`config.mk`:
```
export PLATFORM = sky130hd
export DESIGN_NAME = k_way_sorted_merge_top
export DESIGN_NICKNAME = d
export VERILOG_FILES = /design/src/sv/kwm_pkg.sv /design/src/sv/kwm_ram.sv /design/src/sv/k_way_sorted_merge_top.sv
export SDC_FILE = /design/constraint.sdc
export NUM_CORES = 2
export LEC_CHECK = 0
export ABC_AREA = 0
export BUFFER_PORTS_ARGS = -buffer_cell sky130_fd_sc_hd__buf_4
export CORE_MARGIN = 2
export CORE_UTILIZATION = 30
export DETAILED_ROUTE_END_ITERATION = 10
export GPL_ROUTABILITY_DRIVEN = 0
export SLEW_MARGIN = 10
export SYNTH_ARGS = -nofsm -noshare
export SYNTH_HDL_FRONTEND = slang
export SYNTH_HIERARCHICAL = 1
export SYNTH_SLANG_ARGS = --single-unit
```
`constraint.sdc`:
```
create_clock -name clk_i -period 17.1 [get_ports clk_i]
set_clock_uncertainty 0.1 [all_clocks]
set_input_delay 0.855 -clock clk_i [delete_from_list [all_inputs] [get_ports clk_i]]
set_output_delay 0.855 -clock clk_i [all_outputs]
set_load 0.02 [all_outputs]
```
`src/sv/kwm_pkg.sv`:
```
package kwm_pkg;

  // default sizing
  localparam int unsigned LIST_COUNT_DEF = 8;
  localparam int unsigned CAPACITY_DEF   = 64;

  // field widths
  localparam int unsigned LIST_NUM_W = 3;
  localparam int unsigned VALUE_W    = 32;

  // stream widths
  localparam int unsigned S_TDATA_W = 40;
  localparam int unsigned M_TDATA_W = 32;
  localparam int unsigned M_TUSER_W = 2;

  // bit positions inside m_axis_tuser
  localparam int unsigned M_TUSER_EMPTY = 0;
  localparam int unsigned M_TUSER_OVF   = 1;

endpackage

```
`src/sv/kwm_ram.sv`:
```
module kwm_ram #(
  parameter int unsigned Width = 32,
  parameter int unsigned Depth = 64,
  localparam int unsigned AddrW = $clog2(Depth)
) (
  input  logic             clk_i,
  input  logic             we_i,
  input  logic [AddrW-1:0] waddr_i,
  input  logic [Width-1:0] wdata_i,
  input  logic             re_i,
  input  logic [AddrW-1:0] raddr_i,
  output logic [Width-1:0] rdata_o
);

  logic [Width-1:0] mem_q [Depth];

  // read returns the old contents on a same-address write
  always_ff @(posedge clk_i) begin
    if (we_i) begin
      mem_q[waddr_i] <= wdata_i;
    end
    if (re_i) begin
      rdata_o <= mem_q[raddr_i];
    end
  end

endmodule

```
`src/sv/k_way_sorted_merge_top.sv`:
```
// K-way sorted merge. Each input item may carry one element (tuser) for source list
// tdata[2:0]; elements are appended to per-list chains in a shared store of CAPACITY
// entries, one item per cycle. An item with tlast set ends the set (its element, if any,
// is stored first) and starts the merge: the smallest current list head is emitted each
// time, the lowest list number winning ties, until every list is drained; the final
// result carries tlast. An empty set yields one result with the empty flag in tuser[0].
// Elements arriving with the store full are dropped and tuser[1] is set on every result
// of that set; list numbers at or above LIST_COUNT are ignored. Input is not accepted
// during the merge. Each result needs a scan of all list heads through the head memory
// and the value memory (one list per cycle, then the two reads and the last compare
// drain), then an emit state and a state that advances the chosen list through the link
// memory; a stalled output holds the emit state. Store state lives in four one-port-read
// RAMs (values, links, heads, tails); only the per-list valid bits are flops, so no
// clearing pass is needed.
module k_way_sorted_merge_top #(
  parameter int unsigned LIST_COUNT = kwm_pkg::LIST_COUNT_DEF,
  parameter int unsigned CAPACITY   = kwm_pkg::CAPACITY_DEF
) (
  input  logic                           clk_i,
  input  logic                           rst_ni,
  input  logic                           s_axis_tvalid_i,
  output logic                           s_axis_tready_o,
  // [2:0] list_number, [34:3] element_value, [39:35] zero
  input  logic [kwm_pkg::S_TDATA_W-1:0]  s_axis_tdata_i,
  // [0] carries_element
  input  logic                           s_axis_tuser_i,
  // end_of_set
  input  logic                           s_axis_tlast_i,
  output logic                           m_axis_tvalid_o,
  input  logic                           m_axis_tready_i,
  // [31:0] merged_value
  output logic [kwm_pkg::M_TDATA_W-1:0]  m_axis_tdata_o,
  // [0] set_empty, [1] overflowed
  output logic [kwm_pkg::M_TUSER_W-1:0]  m_axis_tuser_o,
  // last_of_run
  output logic                           m_axis_tlast_o
);

  localparam int unsigned LW  = $clog2(LIST_COUNT);
  localparam int unsigned AW  = $clog2(CAPACITY);
  localparam int unsigned CW  = $clog2(CAPACITY + 1);
  localparam int unsigned SW  = $clog2(LIST_COUNT + 1);
  localparam int unsigned LNW = (SW > kwm_pkg::LIST_NUM_W) ? SW : kwm_pkg::LIST_NUM_W;
  localparam int unsigned VW  = kwm_pkg::VALUE_W;

  localparam logic [2:0] ST_LOAD  = 3'd0;
  localparam logic [2:0] ST_SCAN  = 3'd1;
  localparam logic [2:0] ST_POP   = 3'd2;
  localparam logic [2:0] ST_LINK  = 3'd3;
  localparam logic [2:0] ST_EMPTY = 3'd4;

  logic [2:0]            state_q, state_d;
  logic [LIST_COUNT-1:0] hvld_q, hvld_d;
  logic [CW-1:0]         cnt_q, cnt_d;
  logic                  ovf_q, ovf_d;
  logic [CW-1:0]         rem_q, rem_d;
  logic [SW-1:0]         sc_q, sc_d;
  logic                  lk_pend_q, lk_pend_d;
  logic [AW-1:0]         lk_slot_q;
  logic                  p1_vld_q, p1_vld_d;
  logic [LW-1:0]         p1_list_q;
  logic                  p2_vld_q;
  logic [LW-1:0]         p2_list_q;
  logic [AW-1:0]         p2_head_q;
  logic                  best_vld_q, best_vld_d;
  logic [LW-1:0]         best_q;
  logic [AW-1:0]         best_head_q;
  logic [VW-1:0]         best_val_q;
  logic                  m_valid_q, m_valid_d;
  logic [VW-1:0]         m_data_q;
  logic                  m_last_q, m_empty_q, m_ovf_q;

  logic [kwm_pkg::LIST_NUM_W-1:0] in_list;
  logic [VW-1:0]         in_val;
  logic [LNW-1:0]        list_ext;
  logic                  in_range;
  logic [LW-1:0]         in_idx;
  logic                  s_acc, room, do_store, do_drop;
  logic [AW-1:0]         slot;
  logic [CW-1:0]         cnt_after;
  logic                  issue, take, out_free, emit_pop, emit_empty, list_done;
  logic [LW-1:0]         sc_idx;

  logic                  head_we;
  logic [LW-1:0]         head_waddr;
  logic [AW-1:0]         head_wdata, head_rdata;
  logic                  tail_re;
  logic [LW-1:0]         tail_raddr;
  logic [AW-1:0]         tail_rdata, link_rdata;
  logic [VW-1:0]         value_rdata;

  // input decode
  assign in_list  = s_axis_tdata_i[kwm_pkg::LIST_NUM_W-1:0];
  assign in_val   = s_axis_tdata_i[kwm_pkg::LIST_NUM_W +: VW];
  assign list_ext = LNW'(in_list);
  assign in_range = list_ext < LNW'(LIST_COUNT);
  assign in_idx   = list_ext[LW-1:0];

  assign s_axis_tready_o = (state_q == ST_LOAD);
  assign s_acc     = s_axis_tvalid_i && s_axis_tready_o;
  assign room      = cnt_q < CW'(CAPACITY);
  assign do_store  = s_acc && s_axis_tuser_i && in_range && room;
  assign do_drop   = s_acc && s_axis_tuser_i && in_range && !room;
  assign slot      = cnt_q[AW-1:0];
  assign cnt_after = cnt_q + CW'(do_store);

  // scan control
  assign sc_idx    = sc_q[LW-1:0];
  assign issue     = (state_q == ST_SCAN) && (sc_q < SW'(LIST_COUNT));
  assign p1_vld_d  = issue && hvld_q[sc_idx];
  assign take      = p2_vld_q && (!best_vld_q || ($signed(value_rdata) < $signed(best_val_q)));

  assign out_free   = !m_valid_q || m_axis_tready_i;
  assign emit_pop   = (state_q == ST_POP) && out_free;
  assign emit_empty = (state_q == ST_EMPTY) && out_free;
  // chosen entry was its list's tail: the list is now empty
  assign list_done  = (tail_rdata == best_head_q);

  assign lk_pend_d = do_store && hvld_q[in_idx];

  // head memory: new head on first element of a list, next link on advance
  always_comb begin
    head_we    = 1'b0;
    head_waddr = in_idx;
    head_wdata = slot;
    if (state_q == ST_LINK) begin
      head_we    = !list_done;
      head_waddr = best_q;
      head_wdata = link_rdata;
    end else if (do_store && !hvld_q[in_idx]) begin
      head_we = 1'b1;
    end
  end

  assign tail_re    = do_store || emit_pop;
  assign tail_raddr = (state_q == ST_POP) ? best_q : in_idx;

  kwm_ram #(.Width(VW), .Depth(CAPACITY)) u_value_ram (
    .clk_i   (clk_i),
    .we_i    (do_store),
    .waddr_i (slot),
    .wdata_i (in_val),
    .re_i    (p1_vld_q),
    .raddr_i (head_rdata),
    .rdata_o (value_rdata)
  );

  // link written in the cycle after the store, once the old tail has been read
  kwm_ram #(.Width(AW), .Depth(CAPACITY)) u_link_ram (
    .clk_i   (clk_i),
    .we_i    (lk_pend_q),
    .waddr_i (tail_rdata),
    .wdata_i (lk_slot_q),
    .re_i    (emit_pop),
    .raddr_i (best_head_q),
    .rdata_o (link_rdata)
  );

  kwm_ram #(.Width(AW), .Depth(LIST_COUNT)) u_head_ram (
    .clk_i   (clk_i),
    .we_i    (head_we),
    .waddr_i (head_waddr),
    .wdata_i (head_wdata),
    .re_i    (issue),
    .raddr_i (sc_idx),
    .rdata_o (head_rdata)
  );

  kwm_ram #(.Width(AW), .Depth(LIST_COUNT)) u_tail_ram (
    .clk_i   (clk_i),
    .we_i    (do_store),
    .waddr_i (in_idx),
    .wdata_i (slot),
    .re_i    (tail_re),
    .raddr_i (tail_raddr),
    .rdata_o (tail_rdata)
  );

  always_comb begin
    state_d    = state_q;
    hvld_d     = hvld_q;
    cnt_d      = cnt_q;
    ovf_d      = ovf_q;
    rem_d      = rem_q;
    sc_d       = sc_q;
    best_vld_d = best_vld_q || take;
    m_valid_d  = m_valid_q && !m_axis_tready_i;
    if (emit_pop || emit_empty) begin
      m_valid_d = 1'b1;
    end
    unique case (state_q)
      ST_LOAD: begin
        if (do_store) begin
          hvld_d[in_idx] = 1'b1;
          cnt_d          = cnt_after;
        end
        if (do_drop) begin
          ovf_d = 1'b1;
        end
        if (s_acc && s_axis_tlast_i) begin
          sc_d       = '0;
          best_vld_d = 1'b0;
          rem_d      = cnt_after;
          state_d    = (cnt_after == '0) ? ST_EMPTY : ST_SCAN;
        end
      end
      ST_SCAN: begin
        if (issue) begin
          sc_d = sc_q + SW'(1);
        end else if (!p1_vld_q && !p2_vld_q) begin
          state_d = ST_POP;
        end
      end
      ST_POP: begin
        if (emit_pop) begin
          rem_d   = rem_q - CW'(1);
          state_d = ST_LINK;
        end
      end
      ST_LINK: begin
        if (list_done) begin
          hvld_d[best_q] = 1'b0;
        end
        sc_d       = '0;
        best_vld_d = 1'b0;
        if (rem_q == '0) begin
          hvld_d  = '0;
          cnt_d   = '0;
          ovf_d   = 1'b0;
          state_d = ST_LOAD;
        end else begin
          state_d = ST_SCAN;
        end
      end
      ST_EMPTY: begin
        if (emit_empty) begin
          cnt_d   = '0;
          ovf_d   = 1'b0;
          state_d = ST_LOAD;
        end
      end
      default: state_d = ST_LOAD;
    endcase
  end

  always_ff @(posedge clk_i or negedge rst_ni) begin
    if (!rst_ni) begin
      state_q    <= ST_LOAD;
      hvld_q     <= '0;
      cnt_q      <= '0;
      ovf_q      <= 1'b0;
      rem_q      <= '0;
      sc_q       <= '0;
      lk_pend_q  <= 1'b0;
      p1_vld_q   <= 1'b0;
      p2_vld_q   <= 1'b0;
      best_vld_q <= 1'b0;
      m_valid_q  <= 1'b0;
    end else begin
      state_q    <= state_d;
      hvld_q     <= hvld_d;
      cnt_q      <= cnt_d;
      ovf_q      <= ovf_d;
      rem_q      <= rem_d;
      sc_q       <= sc_d;
      lk_pend_q  <= lk_pend_d;
      p1_vld_q   <= p1_vld_d;
      p2_vld_q   <= p1_vld_q;
      best_vld_q <= best_vld_d;
      m_valid_q  <= m_valid_d;
    end
  end

  always_ff @(posedge clk_i) begin
    lk_slot_q <= slot;
    p1_list_q <= sc_idx;
    p2_list_q <= p1_list_q;
    p2_head_q <= head_rdata;
    if (take) begin
      best_q      <= p2_list_q;
      best_head_q <= p2_head_q;
      best_val_q  <= value_rdata;
    end
    if (emit_pop) begin
      m_data_q  <= best_val_q;
      m_last_q  <= (rem_q == CW'(1));
      m_empty_q <= 1'b0;
      m_ovf_q   <= ovf_q;
    end else if (emit_empty) begin
      m_data_q  <= '0;
      m_last_q  <= 1'b1;
      m_empty_q <= 1'b1;
      m_ovf_q   <= ovf_q;
    end
  end

  assign m_axis_tvalid_o                        = m_valid_q;
  assign m_axis_tdata_o                         = m_data_q;
  assign m_axis_tlast_o                         = m_last_q;
  assign m_axis_tuser_o[kwm_pkg::M_TUSER_EMPTY] = m_empty_q;
  assign m_axis_tuser_o[kwm_pkg::M_TUSER_OVF]   = m_ovf_q;

endmodule

```
==> impl_metrics.json <==
{
  "io_buffer_count": 77,
  "pin_count": 83,
  "worst_pin_slew_ns": 1.26,
  "synthArstFlopShare": 0.0129,
  "clock-sinks": 2707,
  "final_cell_mix": "2653 x edfxtp_1, 635 x mux4_2, 275 x clkbuf_16, 207 x nor2_1, 192 x buf_4",
  "status": "finished clean",
  "synth_cell_types": 70,
  "synth_warnings": 6,
  "drv_cap": 0,
  "grt_max_degree": 111,
  "layout_commonest_cell": "edfxtp_1",
  "cp_max_fo": 49,
  "path_clk_slew_ns": 0.06,
  "hold_viol": 0,
  "p_seq_frac": 0.437,
  "start_util": 0.301,
  "power.switching_uw": 5260,
  "drc": 0,
  "dieArea_um2": 352000,
  "syn_to_final_growth_pct": 14.2,
  "setup_viol": 0,
  "die_h_um": 593,
  "switching_share": 0.295,
  "synth-seq-area-share": 0.776,
  "syn_area_um2": 104000,
  "dpl_cell_area_um2": 111000,
  "drive_gt1_frac": 0.251,
  "die_x_um": 593,
  "fin_util": 0.344,
  "synth_edf_count": 2653,
  "cts_buffers": 266,
  "slew_headroom": 0.155,
  "insertion_delay_ns": 0.87,
  "leakage_uw": 0.0373,
  "rows": 216,
  "cp-end-kind": "flip-flop",
  "stdcell_area_um2": 119000,
  "drt_first_pass_iters": 5,
  "critical_path_class": "flip-flop to flip-flop",
  "drtIter0Drc": 5784,
  "clock-root-buffer": "clkbuf_16",
  "p_per_area_nw_per_um2": 150,
  "antenna_found_initial": 23,
  "dp_hpwl_mm": 141,
  "antenna_left": 0,
  "max_freq_mhz": 169,
  "grt_pass1_wl_mm": 369,
  "slew_violations": 0,
  "synth.net_count": 4838,
  "vdd.ir_drop.worst_uv": 131,
  "finalSetupTns_ns": 0,
  "internal-power_uw": 12600,
  "cp_data_required_time_ns": 17.53,
  "postCtsResizedCells": 0,
  "grt_use_total": 0.144,
  "fin_nets": 5056,
  "rsz0062_at_grt": "no",
  "min_period_over_period": 0.347,
  "tritoncts": "done",
  "power_frac_clock": 0.317,
  "power_frac_comb": 0.246,
  "wire_per_inst_um": 26.8,
  "critPathLaunchType": "flip-flop",
  "wl_mm": 262,
  "holdWs_ns": 0.207,
  "fillers": 31853,
  "fin_crit_ns": 5.93,
  "hp-class": "flip-flop to flip-flop",
  "synthFlopType": "edfxtp_1",
  "syn_area_per_cell_um2": 21.9,
  "clockBufferDepth": 4,
  "core_um2": 346000,
  "vias": 50006,
  "synth_seq_cells": 2707,
  "grt-ovfl-total": 0,
  "vias_per_cell": 5.12,
  "h-tree-depth": 5,
  "synthCells": 4756,
  "crit_arrival_ns": 6.36,
  "first_global_vias": 50227
}
## area by class of cell
type | count | area, um^2 | area share
antenna | 17 | 42.5 | 0.000357
timing repair buffer | 200 | 1590 | 0.0134
clock inverter | 131 | 1100 | 0.00922
clock buffer | 326 | 7110 | 0.0598
tap | 4578 | 5730 | 0.0481
inverter | 45 | 169 | 0.00142
multi-input combinational | 1754 | 22400 | 0.188
sequential | 2707 | 80900 | 0.680
## worst max-delay path, stage by stage, from the launching register on
cell and delay (ns):
edfxtp_1 0.42, buf_4 0.59, buf_4 0.70, buf_4 0.63, buf_4 0.87, mux4_2 0.61, mux4_2 0.53, o22ai_1 0.86
nor2_1 0.15
## cell usage after synthesis (12+ instances only)
library cell,number,area share
edfxtp_1,2653,0.76
mux4_2,635,0.14
nor2_1,269,0.0097
mux2i_1,110,0.011
clkbuf_1,106,0.0038
nand2_1,103,0.0037
o22ai_1,97,0.0058
a21oi_1,91,0.0044
buf_2,74,0.0036
inv_1,45,0.0016
o21ai_0,44,0.0021
ha_1,36,0.0043
o221ai_1,36,0.0030
dfrtp_1,35,0.0084
buf_4,30,0.0022
mux4_1,30,0.0076
nand3_1,29,0.0014
nand2b_1,26,0.0016
nor2b_1,25,0.0015
buf_1,24,0.00086
nor3_1,24,0.0012
mux2_2,21,0.0023
dfxtp_1,19,0.0036
a22oi_1,14,0.0010
buf_6,12,0.0013
nand4_1,12,0.00072
o31ai_1,12,0.00086
## power by group through the flow
stage | combinational (uW) | clock, uW | sequential [uW]
floorplan | 2900 | 0 | 7850
global placement | 4370 | 0 | 7930
detailed placement | 4400 | 0 | 7940
CTS | 4410 | 5770 | 7800
global route | 4610 | 6020 | 7820
finish | 4380 | 5650 | 7800
## layer usage
metal	vias to the layer above	routed length [um]	global-route usage
met5	-	297	0.00379
met4	20	7420	0.0422
met3	394	22100	0.0357
met2	1931	124000	0.229
met1	27219	108000	0.197
li1	20442	-	-
## state kept, by name, summed over array words and instances (netlist names), 3 cells and up
register             flops
best_head_q              6
p2_list_q                3
state_q                  3
best_q                   3
cnt_q                    7
hvld_q                   8
sc_q                     4
p2_head_q                6
u_value_ram/rdata_o     32
u_tail_ram/mem_q        48
best_val_q              32
u_value_ram/mem_q     2048
u_head_ram/mem_q        48
u_link_ram/rdata_o       6
lk_slot_q                6
p1_list_q                3
u_head_ram/rdata_o       6
rem_q                    7
m_axis_tdata_o          32
u_link_ram/mem_q       384
u_tail_ram/rdata_o       6
## metrics by stage
stage	std cells	total power [uW]	setup WS (ns)
2_1_floorplan	4756	10700	11.65
3_3_place_gp	9282	12300	11.01
3_5_place_dp	9282	12300	11.02
4_1_cts	9740	18000	11.02
5_1_grt	9741	18500	10.53
6_report	9758	17800	11.17
## path summary, 6_finish.rpt
check | depth (start not counted) | slack, ns | from | to
setup / recovery | 8 | 11.17 | u_head_ram/rdata_o[0] | u_value_ram/rdata_o[29]
hold / removal | 0 | 0.21 | p1_list_q[2] | p2_list_q[2]
setup reg to reg | 8 | 11.17 | u_head_ram/rdata_o[0] | u_value_ram/rdata_o[29]
hold reg to reg | 0 | 0.21 | p1_list_q[2] | p2_list_q[2]
max in group asynchronous | 2 | 16.06 | rst_ni | sc_q[1]
min in group asynchronous | 2 | 0.44 | rst_ni | rem_q[5]
## cell families after synthesis
logic type / after synthesis / synth area share
flip-flops: 2707 / 0.776
multiplexers: 796 / 0.158
AND/OR/NAND/NOR: 543 / 0.0236
AO/OA/AOI/OAI: 366 / 0.0230
buffers and inverters: 295 / 0.0139
adder cells (fa/ha/maj): 36 / 0.00432
XOR/XNOR: 13 / 0.00109
## repair_timing
action                     CTS  global route
hold buffers                 1             0
buffers inserted             0             0
hold endpoints to repair    35             0
setup endpoints to repair    0             0
Note: power is estimated with default switching activity, not from simulation.
